### src/design/sor_tess_pkg.sv
// Shared types, constants and trig table functions for the surface tessellator.
`timescale 1ns / 1ps

package sor_tess_pkg;

   // Field widths
   localparam int COORD_W   = 16;
   localparam int IDX_W     = 10;
   localparam int CFG_W     = 7;
   localparam int CNT_W     = 6;
   localparam int COEF_W    = 16;
   localparam int PROD_W    = 2 * COORD_W;
   localparam int REQ_DATA_W = 3 * COORD_W;
   localparam int RSP_DATA_W = IDX_W + 3 * COORD_W + 3 * IDX_W;

   // Defaults for the top-level parameters
   localparam int STEPS_DEF       = 16;
   localparam int MAX_PROFILE_DEF = 64;
   localparam int PROFILE_RESET   = 2;
   localparam int MIN_PROFILE     = 2;

   // Depth of the queue between front and back
   localparam int QUEUE_DEPTH = 2;

   // Result kinds
   localparam logic KIND_VERTEX   = 1'b0;
   localparam logic KIND_TRIANGLE = 1'b1;

   // Fixed-point constants for the table evaluation
   localparam longint Q30_ONE     = 64'sd1073741824;
   localparam longint HALF_PI_Q30 = 64'sd1686629713;

   // One profile point handed from front to back
   typedef struct packed {
      logic signed [COORD_W-1:0] x;
      logic        [COORD_W-1:0] y;
      logic signed [COORD_W-1:0] z;
      logic        [CNT_W-1:0]   point_idx;
      logic        [CFG_W-1:0]   plen;
      logic                      has_tri;
   } cmd_type;

   // Queue status seen by the front
   typedef struct packed {
      logic full;
      logic empty;
   } queue_status_type;

   typedef enum logic [1:0] {
      ST_IDLE,
      ST_VERT,
      ST_TRI
   } seq_state_type;

   function automatic longint mul30(input longint a, input longint b);
      return (a * b) >>> 30;
   endfunction

   // Clamp at zero and round Q2.30 to Q1.14
   function automatic longint to_q14(input longint v);
      longint w;
      w = (v < 0) ? 64'sd0 : v;
      return (w + 64'sd32768) >>> 16;
   endfunction

   // First-quadrant sine, Horner to x^9
   function automatic longint sin_core(input longint u);
      longint x;
      longint x2;
      longint t;
      x  = (u * HALF_PI_Q30) >>> 16;
      x2 = mul30(x, x);
      t  = Q30_ONE - mul30(x2, Q30_ONE) / 72;
      t  = Q30_ONE - mul30(x2, t) / 42;
      t  = Q30_ONE - mul30(x2, t) / 20;
      t  = Q30_ONE - mul30(x2, t) / 6;
      return to_q14(mul30(x, t));
   endfunction

   // First-quadrant cosine, Horner to x^10
   function automatic longint cos_core(input longint u);
      longint x;
      longint x2;
      longint t;
      x  = (u * HALF_PI_Q30) >>> 16;
      x2 = mul30(x, x);
      t  = Q30_ONE - mul30(x2, Q30_ONE) / 90;
      t  = Q30_ONE - mul30(x2, t) / 56;
      t  = Q30_ONE - mul30(x2, t) / 30;
      t  = Q30_ONE - mul30(x2, t) / 12;
      t  = Q30_ONE - mul30(x2, t) / 2;
      return to_q14(t);
   endfunction

   // Cosine for phase u within quadrant q, Q1.14
   function automatic logic signed [COEF_W-1:0] trig_cos(input longint u, input int q);
      longint c;
      longint s;
      longint r;
      c = cos_core(u);
      s = sin_core(u);
      case (q & 3)
         0:       r = c;
         1:       r = -s;
         2:       r = -c;
         default: r = s;
      endcase
      return COEF_W'(r);
   endfunction

   // Sine for phase u within quadrant q, Q1.14
   function automatic logic signed [COEF_W-1:0] trig_sin(input longint u, input int q);
      longint c;
      longint s;
      longint r;
      c = cos_core(u);
      s = sin_core(u);
      case (q & 3)
         0:       r = s;
         1:       r = c;
         2:       r = -s;
         default: r = -c;
      endcase
      return COEF_W'(r);
   endfunction

endpackage

### src/design/surface_of_revolution_tessellator.sv
// Top level of the surface-of-revolution tessellator.
`timescale 1ns / 1ps

// Revolves a profile about the y axis. Each word on the req_ channel is one
// profile point (x, y, z in signed Q8.8). Point i of the profile yields STEPS
// vertex words (index i + j*P, j ascending) and, from the second point on,
// two triangle words per step joining the rings of points i-1 and i. rsp_tuser
// marks a triangle word, rsp_tlast marks the final word of a point.
// The profile length P is written on csr_wdata with csr_we; a write also
// restarts the surface at point 0. Write it only while the block is idle.
// The first word of a point passes through the command queue, the command
// register, the product stage and the output register.
// Throughput: one result word per cycle while rsp_tready is high, set by the
// single rotation datapath and output register: STEPS words for a first point,
// 3*STEPS words for the others (48 at STEPS = 16). Points are taken while
// earlier ones are still being expanded; a two-entry command queue holds them.
// Reset sets P to 2, the point counter to 0 and empties queue and pipeline.
// When rsp_tready is low the output word holds and the pipeline stalls; once
// the queue fills, req_tready drops.
module surface_of_revolution_tessellator #(
   parameter int STEPS       = sor_tess_pkg::STEPS_DEF,
   parameter int MAX_PROFILE = sor_tess_pkg::MAX_PROFILE_DEF
) (
   input  logic                                clock,
   input  logic                                reset,
   input  logic                                req_tvalid,
   output logic                                req_tready,
   // point_x [15:0], point_y [31:16], point_z [47:32]
   input  logic [sor_tess_pkg::REQ_DATA_W-1:0] req_tdata,
   output logic                                rsp_tvalid,
   input  logic                                rsp_tready,
   // vertex_index [9:0], vert_x [25:10], vert_y [41:26], vert_z [57:42],
   // corner_a [67:58], corner_b [77:68], corner_c [87:78]
   output logic [sor_tess_pkg::RSP_DATA_W-1:0] rsp_tdata,
   // kind [0]
   output logic                                rsp_tuser,
   output logic                                rsp_tlast,
   input  logic                                csr_we,
   input  logic [sor_tess_pkg::CFG_W-1:0]      csr_wdata
);

   sor_tess_pkg::queue_status_type q_status;
   sor_tess_pkg::cmd_type          push_cmd;
   sor_tess_pkg::cmd_type          head_cmd;
   logic                           q_push;
   logic                           q_pop;

   sor_tess_front #(
      .MAX_PROFILE(MAX_PROFILE)
   ) u_front (
      .clock      (clock),
      .reset      (reset),
      .req_tvalid (req_tvalid),
      .req_tready (req_tready),
      .req_tdata  (req_tdata),
      .csr_we     (csr_we),
      .csr_wdata  (csr_wdata),
      .q_status   (q_status),
      .q_push     (q_push),
      .q_cmd      (push_cmd)
   );

   sor_tess_queue u_queue (
      .clock    (clock),
      .reset    (reset),
      .push     (q_push),
      .push_cmd (push_cmd),
      .pop      (q_pop),
      .head_cmd (head_cmd),
      .status   (q_status)
   );

   sor_tess_back #(
      .STEPS(STEPS)
   ) u_back (
      .clock      (clock),
      .reset      (reset),
      .head_cmd   (head_cmd),
      .q_status   (q_status),
      .q_pop      (q_pop),
      .rsp_tvalid (rsp_tvalid),
      .rsp_tready (rsp_tready),
      .rsp_tdata  (rsp_tdata),
      .rsp_tuser  (rsp_tuser),
      .rsp_tlast  (rsp_tlast)
   );

endmodule

### src/design/sor_tess_front.sv
// Front end: accepts profile points, tracks the point counter, builds commands.
`timescale 1ns / 1ps

module sor_tess_front #(
   parameter int MAX_PROFILE = sor_tess_pkg::MAX_PROFILE_DEF
) (
   input  logic                                  clock,
   input  logic                                  reset,
   input  logic                                  req_tvalid,
   output logic                                  req_tready,
   input  logic [sor_tess_pkg::REQ_DATA_W-1:0]   req_tdata,
   input  logic                                  csr_we,
   input  logic [sor_tess_pkg::CFG_W-1:0]        csr_wdata,
   input  sor_tess_pkg::queue_status_type        q_status,
   output logic                                  q_push,
   output sor_tess_pkg::cmd_type                 q_cmd
);

   localparam int CFG_W = sor_tess_pkg::CFG_W;
   localparam int CNT_W = sor_tess_pkg::CNT_W;
   localparam int CW    = sor_tess_pkg::COORD_W;

   logic [CFG_W-1:0] profile_ff;
   logic [CFG_W-1:0] profile_in;
   logic [CNT_W-1:0] count_ff;
   logic [CNT_W-1:0] count_in;
   logic [CFG_W-1:0] plen;
   logic [CFG_W-1:0] idx_wide;
   logic [CFG_W-1:0] next_wide;
   logic             accept;

   assign req_tready = !q_status.full;
   assign accept     = req_tvalid && !q_status.full;

   // Clamp the profile length to the supported range
   always_comb begin
      if (profile_ff < CFG_W'(sor_tess_pkg::MIN_PROFILE)) begin
         plen = CFG_W'(sor_tess_pkg::MIN_PROFILE);
      end else if (profile_ff > CFG_W'(MAX_PROFILE)) begin
         plen = CFG_W'(MAX_PROFILE);
      end else begin
         plen = profile_ff;
      end
   end

   // Restart the profile when the counter is at or past the length
   assign idx_wide  = ({1'b0, count_ff} >= plen) ? '0 : {1'b0, count_ff};
   assign next_wide = idx_wide + CFG_W'(1);

   // Build the command for the back end
   always_comb begin
      q_push          = accept;
      q_cmd.x         = req_tdata[CW-1:0];
      q_cmd.y         = req_tdata[2*CW-1:CW];
      q_cmd.z         = req_tdata[3*CW-1:2*CW];
      q_cmd.point_idx = idx_wide[CNT_W-1:0];
      q_cmd.plen      = plen;
      q_cmd.has_tri   = (idx_wide != '0);
   end

   // Update length register and point counter
   always_comb begin
      profile_in = profile_ff;
      count_in   = count_ff;
      if (csr_we) begin
         profile_in = csr_wdata;
         count_in   = '0;
      end else if (accept) begin
         count_in = (next_wide >= plen) ? '0 : next_wide[CNT_W-1:0];
      end
   end

   always_ff @(posedge clock) begin
      if (reset) begin
         profile_ff <= CFG_W'(sor_tess_pkg::PROFILE_RESET);
         count_ff   <= '0;
      end else begin
         profile_ff <= profile_in;
         count_ff   <= count_in;
      end
   end

endmodule

### src/design/sor_tess_queue.sv
// Short command queue between the front end and the back end.
`timescale 1ns / 1ps

module sor_tess_queue (
   input  logic                           clock,
   input  logic                           reset,
   input  logic                           push,
   input  sor_tess_pkg::cmd_type          push_cmd,
   input  logic                           pop,
   output sor_tess_pkg::cmd_type          head_cmd,
   output sor_tess_pkg::queue_status_type status
);

   localparam int DEPTH = sor_tess_pkg::QUEUE_DEPTH;
   localparam int PTR_W = (DEPTH > 1) ? $clog2(DEPTH) : 1;
   localparam int CNT_W = $clog2(DEPTH + 1);

   sor_tess_pkg::cmd_type mem_ff [DEPTH];
   logic [PTR_W-1:0] wr_ptr_ff;
   logic [PTR_W-1:0] wr_ptr_in;
   logic [PTR_W-1:0] rd_ptr_ff;
   logic [PTR_W-1:0] rd_ptr_in;
   logic [CNT_W-1:0] fill_ff;
   logic [CNT_W-1:0] fill_in;
   logic             do_push;
   logic             do_pop;

   assign status.full  = (fill_ff == CNT_W'(DEPTH));
   assign status.empty = (fill_ff == '0);
   assign head_cmd     = mem_ff[rd_ptr_ff];
   assign do_push      = push && !status.full;
   assign do_pop       = pop && !status.empty;

   // Advance pointers and fill count
   always_comb begin
      wr_ptr_in = wr_ptr_ff;
      rd_ptr_in = rd_ptr_ff;
      fill_in   = fill_ff;
      if (do_push) begin
         wr_ptr_in = (wr_ptr_ff == PTR_W'(DEPTH - 1)) ? '0 : wr_ptr_ff + PTR_W'(1);
      end
      if (do_pop) begin
         rd_ptr_in = (rd_ptr_ff == PTR_W'(DEPTH - 1)) ? '0 : rd_ptr_ff + PTR_W'(1);
      end
      if (do_push && !do_pop) begin
         fill_in = fill_ff + CNT_W'(1);
      end else if (do_pop && !do_push) begin
         fill_in = fill_ff - CNT_W'(1);
      end
   end

   always_ff @(posedge clock) begin
      if (reset) begin
         wr_ptr_ff <= '0;
         rd_ptr_ff <= '0;
         fill_ff   <= '0;
      end else begin
         wr_ptr_ff <= wr_ptr_in;
         rd_ptr_ff <= rd_ptr_in;
         fill_ff   <= fill_in;
      end
   end

   // Store entries
   always_ff @(posedge clock) begin
      if (do_push) begin
         mem_ff[wr_ptr_ff] <= push_cmd;
      end
   end

endmodule

### src/design/sor_tess_back.sv
// Back end: steps through the rings of one point and emits vertices and triangles.
`timescale 1ns / 1ps

module sor_tess_back #(
   parameter int STEPS = sor_tess_pkg::STEPS_DEF
) (
   input  logic                                  clock,
   input  logic                                  reset,
   input  sor_tess_pkg::cmd_type                 head_cmd,
   input  sor_tess_pkg::queue_status_type        q_status,
   output logic                                  q_pop,
   output logic                                  rsp_tvalid,
   input  logic                                  rsp_tready,
   output logic [sor_tess_pkg::RSP_DATA_W-1:0]   rsp_tdata,
   output logic                                  rsp_tuser,
   output logic                                  rsp_tlast
);

   localparam int CW     = sor_tess_pkg::COORD_W;
   localparam int IW     = sor_tess_pkg::IDX_W;
   localparam int KW     = sor_tess_pkg::COEF_W;
   localparam int PW     = sor_tess_pkg::PROD_W;
   localparam int SW     = PW + 2;
   localparam int JW     = (STEPS > 1) ? $clog2(STEPS) : 1;
   localparam logic [JW-1:0] J_LAST = JW'(STEPS - 1);

   // Rotation table, folded at elaboration
   logic signed [KW-1:0] cos_tab [STEPS];
   logic signed [KW-1:0] sin_tab [STEPS];

   for (genvar g = 0; g < STEPS; g++) begin : g_tab
      localparam int     Q = (4 * g) / STEPS;
      localparam int     R = (4 * g) % STEPS;
      localparam longint U = (longint'(R) * 65536 + STEPS / 2) / STEPS;
      assign cos_tab[g] = sor_tess_pkg::trig_cos(U, Q);
      assign sin_tab[g] = sor_tess_pkg::trig_sin(U, Q);
   end

   // Sequencer state
   sor_tess_pkg::seq_state_type state_ff;
   sor_tess_pkg::seq_state_type state_in;
   sor_tess_pkg::cmd_type       cmd_ff;
   sor_tess_pkg::cmd_type       cmd_in;
   logic [JW-1:0] j_ff;
   logic [JW-1:0] j_in;
   logic          half_ff;
   logic          half_in;
   logic [IW-1:0] jp_ff;
   logic [IW-1:0] jp_in;

   // Pipeline: product stage and output word
   logic                 s1_valid_ff;
   logic                 s1_valid_in;
   logic                 s1_kind_ff;
   logic                 s1_last_ff;
   logic [IW-1:0]        s1_vidx_ff;
   logic [CW-1:0]        s1_y_ff;
   logic signed [PW-1:0] s1_xc_ff;
   logic signed [PW-1:0] s1_zs_ff;
   logic signed [PW-1:0] s1_zc_ff;
   logic signed [PW-1:0] s1_xs_ff;
   logic [IW-1:0]        s1_ca_ff;
   logic [IW-1:0]        s1_cb_ff;
   logic [IW-1:0]        s1_cc_ff;

   logic                 out_valid_ff;
   logic                 out_valid_in;
   logic                 out_kind_ff;
   logic                 out_last_ff;
   logic [IW-1:0]        out_vidx_ff;
   logic [CW-1:0]        out_x_ff;
   logic [CW-1:0]        out_y_ff;
   logic [CW-1:0]        out_z_ff;
   logic [IW-1:0]        out_ca_ff;
   logic [IW-1:0]        out_cb_ff;
   logic [IW-1:0]        out_cc_ff;

   logic          busy;
   logic          s2_load;
   logic          s1_load;
   logic          issue;
   logic          load_req;
   logic          op_last;
   logic [IW-1:0] plen_w;
   logic [IW-1:0] idx_w;
   logic [IW-1:0] prev_w;
   logic [IW-1:0] np_w;
   logic [IW-1:0] op_ca;
   logic [IW-1:0] op_cb;
   logic [IW-1:0] op_cc;
   logic signed [SW-1:0] sum_x;
   logic signed [SW-1:0] sum_z;
   logic [CW-1:0] sat_x;
   logic [CW-1:0] sat_z;

   // Round a Q9.22 sum to Q8.8, ties up, and saturate
   function automatic logic [CW-1:0] round_sat(input logic signed [SW-1:0] s);
      logic signed [SW-1:0] r;
      r = (s + SW'(8192)) >>> 14;
      if (r > SW'(32767)) begin
         return CW'(32767);
      end else if (r < -SW'(32768)) begin
         return CW'(-32768);
      end else begin
         return r[CW-1:0];
      end
   endfunction

   // Stall handling: each stage loads when the next one frees up
   assign s2_load = !out_valid_ff || rsp_tready;
   assign s1_load = !s1_valid_ff || s2_load;
   assign busy    = (state_ff != sor_tess_pkg::ST_IDLE);
   assign issue   = busy && s1_load;

   // Ring index arithmetic for the current step
   assign plen_w = IW'(cmd_ff.plen);
   assign idx_w  = IW'(cmd_ff.point_idx);
   assign prev_w = idx_w - IW'(1);
   assign np_w   = (j_ff == J_LAST) ? '0 : jp_ff + plen_w;

   always_comb begin
      if (!half_ff) begin
         op_ca = prev_w + np_w;
         op_cb = idx_w + np_w;
         op_cc = idx_w + jp_ff;
      end else begin
         op_ca = idx_w + jp_ff;
         op_cb = prev_w + jp_ff;
         op_cc = prev_w + np_w;
      end
   end

   assign op_last = (j_ff == J_LAST)
                    && ((state_ff == sor_tess_pkg::ST_VERT) ? !cmd_ff.has_tri : half_ff);

   // Next state of the sequencer
   always_comb begin
      state_in = state_ff;
      cmd_in   = cmd_ff;
      j_in     = j_ff;
      half_in  = half_ff;
      jp_in    = jp_ff;
      load_req = 1'b0;
      q_pop    = 1'b0;
      case (state_ff)
         sor_tess_pkg::ST_IDLE: begin
            load_req = 1'b1;
         end
         sor_tess_pkg::ST_VERT: begin
            if (issue) begin
               if (j_ff == J_LAST) begin
                  if (cmd_ff.has_tri) begin
                     state_in = sor_tess_pkg::ST_TRI;
                     j_in     = '0;
                     jp_in    = '0;
                     half_in  = 1'b0;
                  end else begin
                     load_req = 1'b1;
                  end
               end else begin
                  j_in  = j_ff + JW'(1);
                  jp_in = jp_ff + plen_w;
               end
            end
         end
         sor_tess_pkg::ST_TRI: begin
            if (issue) begin
               if (!half_ff) begin
                  half_in = 1'b1;
               end else if (j_ff == J_LAST) begin
                  load_req = 1'b1;
               end else begin
                  j_in    = j_ff + JW'(1);
                  jp_in   = jp_ff + plen_w;
                  half_in = 1'b0;
               end
            end
         end
         default: begin
            state_in = sor_tess_pkg::ST_IDLE;
         end
      endcase
      // Pick up the next point without a gap
      if (load_req) begin
         if (!q_status.empty) begin
            q_pop    = 1'b1;
            cmd_in   = head_cmd;
            state_in = sor_tess_pkg::ST_VERT;
            j_in     = '0;
            jp_in    = '0;
            half_in  = 1'b0;
         end else begin
            state_in = sor_tess_pkg::ST_IDLE;
         end
      end
   end

   always_ff @(posedge clock) begin
      if (reset) begin
         state_ff <= sor_tess_pkg::ST_IDLE;
         j_ff     <= '0;
         half_ff  <= 1'b0;
         jp_ff    <= '0;
      end else begin
         state_ff <= state_in;
         j_ff     <= j_in;
         half_ff  <= half_in;
         jp_ff    <= jp_in;
      end
   end

   always_ff @(posedge clock) begin
      cmd_ff <= cmd_in;
   end

   // Valid bits of the two stages
   assign s1_valid_in  = s1_load ? issue : s1_valid_ff;
   assign out_valid_in = s2_load ? s1_valid_ff : out_valid_ff;

   always_ff @(posedge clock) begin
      if (reset) begin
         s1_valid_ff  <= 1'b0;
         out_valid_ff <= 1'b0;
      end else begin
         s1_valid_ff  <= s1_valid_in;
         out_valid_ff <= out_valid_in;
      end
   end

   // Product stage: four rotation products or triangle corners
   always_ff @(posedge clock) begin
      if (issue) begin
         s1_last_ff <= op_last;
         s1_xc_ff   <= cmd_ff.x * cos_tab[j_ff];
         s1_zs_ff   <= cmd_ff.z * sin_tab[j_ff];
         s1_zc_ff   <= cmd_ff.z * cos_tab[j_ff];
         s1_xs_ff   <= cmd_ff.x * sin_tab[j_ff];
         if (state_ff == sor_tess_pkg::ST_VERT) begin
            s1_kind_ff <= sor_tess_pkg::KIND_VERTEX;
            s1_vidx_ff <= idx_w + jp_ff;
            s1_y_ff    <= cmd_ff.y;
            s1_ca_ff   <= '0;
            s1_cb_ff   <= '0;
            s1_cc_ff   <= '0;
         end else begin
            s1_kind_ff <= sor_tess_pkg::KIND_TRIANGLE;
            s1_vidx_ff <= '0;
            s1_y_ff    <= '0;
            s1_ca_ff   <= op_ca;
            s1_cb_ff   <= op_cb;
            s1_cc_ff   <= op_cc;
         end
      end
   end

   // Sum, round and saturate the rotated coordinates
   assign sum_x = SW'(s1_xc_ff) + SW'(s1_zs_ff);
   assign sum_z = SW'(s1_zc_ff) - SW'(s1_xs_ff);
   assign sat_x = round_sat(sum_x);
   assign sat_z = round_sat(sum_z);

   // Output word
   always_ff @(posedge clock) begin
      if (s2_load && s1_valid_ff) begin
         out_kind_ff <= s1_kind_ff;
         out_last_ff <= s1_last_ff;
         out_vidx_ff <= s1_vidx_ff;
         out_y_ff    <= s1_y_ff;
         out_ca_ff   <= s1_ca_ff;
         out_cb_ff   <= s1_cb_ff;
         out_cc_ff   <= s1_cc_ff;
         if (s1_kind_ff == sor_tess_pkg::KIND_VERTEX) begin
            out_x_ff <= sat_x;
            out_z_ff <= sat_z;
         end else begin
            out_x_ff <= '0;
            out_z_ff <= '0;
         end
      end
   end

   assign rsp_tvalid = out_valid_ff;
   assign rsp_tuser  = out_kind_ff;
   assign rsp_tlast  = out_last_ff;
   assign rsp_tdata  = {out_cc_ff, out_cb_ff, out_ca_ff,
                        out_z_ff, out_y_ff, out_x_ff, out_vidx_ff};

endmodule

### config.mk
export PLATFORM = sky130hd
export DESIGN_NAME = surface_of_revolution_tessellator
export DESIGN_NICKNAME = d
export VERILOG_FILES = /design/src/design/sor_tess_pkg.sv /design/src/design/surface_of_revolution_tessellator.sv /design/src/design/sor_tess_front.sv /design/src/design/sor_tess_queue.sv /design/src/design/sor_tess_back.sv
export SDC_FILE = /design/constraint.sdc
export NUM_CORES = 2
export LEC_CHECK = 0
export CAP_MARGIN = 10
export CORE_MARGIN = 3
export CORE_UTILIZATION = 50
export CTS_CLUSTER_SIZE = 25
export DETAILED_ROUTE_END_ITERATION = 10
export DONT_BUFFER_PORTS = 1
export PLACE_DENSITY_LB_ADDON = 0.08
export SETUP_SLACK_MARGIN = 0.05
export SLEW_MARGIN = 20
export SYNTH_ARGS = -nofsm -noshare
export SYNTH_HDL_FRONTEND = slang
export SYNTH_SLANG_ARGS = --single-unit
### constraint.sdc
create_clock -name clock -period 7.9 [get_ports clock]
set_input_delay 1.185 -clock clock [delete_from_list [all_inputs] [get_ports clock]]
set_output_delay 1.185 -clock clock [all_outputs]
set_load 0.1 [all_outputs]
==> flow_metrics.py <==
metrics = {
    "min_path": {
        "hold_end": "u_back.rsp_tlast",
        "hold_start": "u_back.s1_last_ff",
        "hp-class": "flop to flop",
        "whs_path_depth": 0,
    },
    "drt": {
        "drt-total-wl_mm": 147,
        "drt_iter0_markers": 2639,
        "avgRoutedWirePerCell_microns": 19.6,
        "dr.pass1.iters": 5,
        "drc": 0,
        "ant_nets": 0,
        "vias": 39071,
        "viasPerCell": 5.22,
    },
    "final_layout": {
        "synthToLayoutAreaGrowth_pct": 7.91,
        "multi_input_area_sq_mm": 0.0409,
        "n_fill_cell": 10815,
        "final_util_pct": 54.6,
        "final-seq-area_sq_mm": 0.0146,
        "fin_cells": 7482,
        "nets": 7446,
        "drive_gt1_share_pct": 7.74,
    },
    "synthesis": {
        "synth_seq_cells": 498,
        "synthArstFlopShare_pct": 0,
        "synth_top_family_by_area": "adder cells",
        "yosysTopAreaCell": "fa_1",
        "synth_compound_area_share_pct": 6.28,
        "synthSimpleGateAreaFrac_pct": 10.3,
        "synth_area_sq_mm": 0.0609,
        "synth.most_common_cell": "inv_1",
        "ys_seq_area_share_pct": 24.0,
        "synth-main-ff-cell": "edfxtp_1",
        "synth.area.top_cells": "fa_1, edfxtp_1, ha_1",
        "synth-xor-area-share_pct": 3.67,
        "synth.net_count": 7432,
        "yosysWarningCount": 0,
        "synth_area_per_cell_sq_um": 10.5,
        "yosys-top-cells-count": "inv_1, fa_1, ha_1",
        "synth_edf_count": 462,
        "synth_mux_area_share_pct": 1.58,
        "synthAdderAreaFrac_pct": 44.7,
        "ys_types": 81,
        "synth_top_area_share_pct": 33.4,
        "syn_inst": 5808,
    },
    "clocking": {
        "clock_sinks": 498,
        "insertion_delay_ns": 0.70,
        "cts-root-buf": "clkbuf_16",
        "cts_tree": "built",
        "htreeDepth": 2,
        "cts_buffers": 58,
        "cts_hold_buf": 0,
        "clk_path_buf_depth": 3,
        "clk_pin_slew_ns": 0.06,
    },
    "floorplanning": {
        "die_width_microns": 355,
        "start_util_pct": 50.6,
        "dieArea_sq_mm": 0.126,
        "rows": 127,
        "ios": 152,
        "core_sq_mm": 0.120,
        "die_y_microns": 355,
    },
    "sta": {
        "period_share_pct": 96.0,
        "final_max_slew_viol_count": 0,
        "slew_headroom_pct": 27.6,
        "fmax_ghz": 0.132,
        "holdWs_ns": 0.411,
        "rsz0062_at_grt": "false",
        "period_needed_ns": 7.59,
        "setup_violations": 0,
        "setup_ws_ns": 0.312,
        "max_slew.worst_pin.slew_ns": 1.09,
        "skew_ns": 0.0697,
        "hold_violations": 0,
    },
    "power": {
        "p_per_area_mw_per_mm2": 194,
        "p_total_mw": 12.7,
        "p_leak_nw": 32.0,
        "irDropWorstVdd_uv": 235,
    },
    "critical_path": {
        "r2r_start": "u_back.j_ff[0]",
        "r2r-end": "u_back.s1_zs_ff[31]",
        "crit_fanout": 7,
        "arrival_ns": 8.00,
        "cp_top_family": "adder cells",
        "rr_worst_depth": 27,
        "worstSetupEndpointType": "flop",
        "crit_buf_inv": 4,
        "crit_top_cell": "fa_1",
        "cp.required_ns": 8.31,
        "timing.setup.critical_path_class": "flop to flop",
        "worst_setup_path_start_kind": "flop",
        "crit_start": "u_back.j_ff[0]",
        "critPathMaxStageDelay_ns": 0.54,
        "r2r_setup_slack_ns": 0.31,
        "critPathSlowestCell": "fa_1",
    },
    "placed_design": {
        "dpl.cell_count": 7363,
        "place_congestion": 0.896,
        "dp_slack_ns": -0.0710,
        "hpwl_mm": 122,
        "numPortBuffers": 0,
    },
    "job": {
        "cap_violations": 0,
    },
    "global_route": {
        "grt_overflow": 0,
        "grt_pass1_wl_mm": 237,
        "grt_antenna_before_repair": 3,
        "grt_max_degree": 72,
        "grt_pass1_vias": 41424,
        "grt_use_total_pct": 24.3,
    },
    "status": {
        "status": "complete, no violations",
    },
}
==> power breakdown <==
part | internal, mW | total [mW] | switching (mW)
sequential | 3.82 | 4.89 | 1.06
combinational | 1.92 | 5.03 | 3.11
clock | 1.62 | 2.82 | 1.20
==> state kept, by name, indices dropped and copies added, names as in the netlist, 10 cells and up <==
signal and count:
u_queue.mem_ff 124, u_back.cmd_ff 62, u_back.s1_xc_ff 32, u_back.s1_xs_ff 32, u_back.s1_zc_ff 32, u_back.s1_zs_ff 32, u_back.out_x_ff 16, u_back.out_y_ff 16
u_back.out_z_ff 16, u_back.s1_y_ff 16, u_back.jp_ff 10, u_back.out_ca_ff 10, u_back.out_cb_ff 10, u_back.out_cc_ff 10, u_back.out_vidx_ff 10, u_back.s1_ca_ff 10
u_back.s1_cb_ff 10, u_back.s1_cc_ff 10, u_back.s1_vidx_ff 10
==> worst max path at each step <==
| stage | slack (ns) | end | depth (start not counted) |
|---|---|---|---|
| after CTS | 0.05 | u_back.s1_zs_ff[28] | 28 |
| final | 0.31 | u_back.s1_zs_ff[31] | 27 |
| after global routing | 0.04 | u_back.s1_zs_ff[31] | 27 |
| after floorplan | 0.39 | u_back.s1_xc_ff[30] | 26 |
| after detailed placement | -0.07 | u_back.s1_zc_ff[31] | 27 |
| after global placement | 0.08 | u_back.s1_xc_ff[30] | 28 |
==> kinds of logic (layout without fill, tap and decap cells) <==
kind of cell | Yosys count | count (layout)
DFF | 498 | 498
other | 0 | 1
AOI/OAI and AO/OA | 571 | 571
xor gates and xnor gates | 255 | 255
buffers and inverters | 1536 | 1597
and+or+nand+nor | 1296 | 1296
adders and majority gates | 1564 | 1564
muxes | 88 | 88
==> stage by stage <==
stage | TNS [ns] | instance area [sq um]
after floorplan | 0 | 60900
after global placement | 0 | 63400
after detailed placement | -0.154 | 63400
after CTS | 0 | 65500
after global routing | 0 | 65700
final | 0 | 65700
==> metal layers <==
metal	up-vias	global-route usage [%]	routed length, microns
met1	19839	35.5	67500
met5	-	0	0
met4	0	4.86	2990
met2	925	38.7	67300
li1	18172	-	-
met3	135	3.81	9080
==> worst reg2reg max path: stages (launching register included) <==
cell and delay [ns]:
dfxtp_4 0.40, inv_1 0.09, ha_1 0.32, buf_4 0.17
mux2i_4 0.11, mux2i_4 0.29, nand2_1 0.20, xor2_1 0.25
ha_1 0.20, a31o_2 0.23, fa_1 0.54, inv_1 0.07
fa_1 0.54, inv_1 0.06, fa_1 0.45, fa_1 0.51
fa_1 0.41, ha_1 0.35, a21o_1 0.17, a21o_1 0.16
a21o_1 0.21, nand3_1 0.10, nand3_1 0.12, a21oi_4 0.20
o21ai_1 0.17, a221o_1 0.42, and4_1 0.19, or3_1 0.37
==> timing repair <==
| item | 4_1_cts | 5_1_grt |
|---|---|---|
| resized for setup | 3 | 43 |
| buffers inserted | 2 | 9 |
| pin swaps | 1 | 5 |
| endpoints found under the setup margin | 6 | 38 |
==> layout by cell type (no fill, tap or decap), drive strengths merged, types with 6 or more instances in the layout <==
cell type / instances
buf: 154
nand2b: 29
o311a: 6
dfxtp: 36
o21bai: 31
ha: 547
fa: 1017
a31o: 32
mux2: 65
o31ai: 12
a31oi: 26
edfxtp: 462
clkbuf: 65
bufinv: 8
xnor2: 177
clkinvlp: 6
inv: 1339
a21o: 76
nor2: 203
a22oi: 10
a21oi: 171
a211o: 6
o21ai: 105
nand2: 510
nor3: 38
or3: 14
o21a: 14
or2: 27
o211ai: 7
a211oi: 23
clkinv: 25
mux2i: 23
and2: 274
nor2b: 99
and3: 34
nand4: 11
xor2: 78
nand3: 29
==> cell type report <==
class                      instances  share of cell area (%)
multi-input combinational       3774                    62.2
sequential                       498                    22.2
inverter                        1336                    7.64
tap                             1612                    3.07
clock buffer                      65                    2.25
timing repair buffer             154                    1.87
clock inverter                    42                   0.781
antenna                            1                 0.00381
No activity file was read; power rests on OpenSTA's default activity.
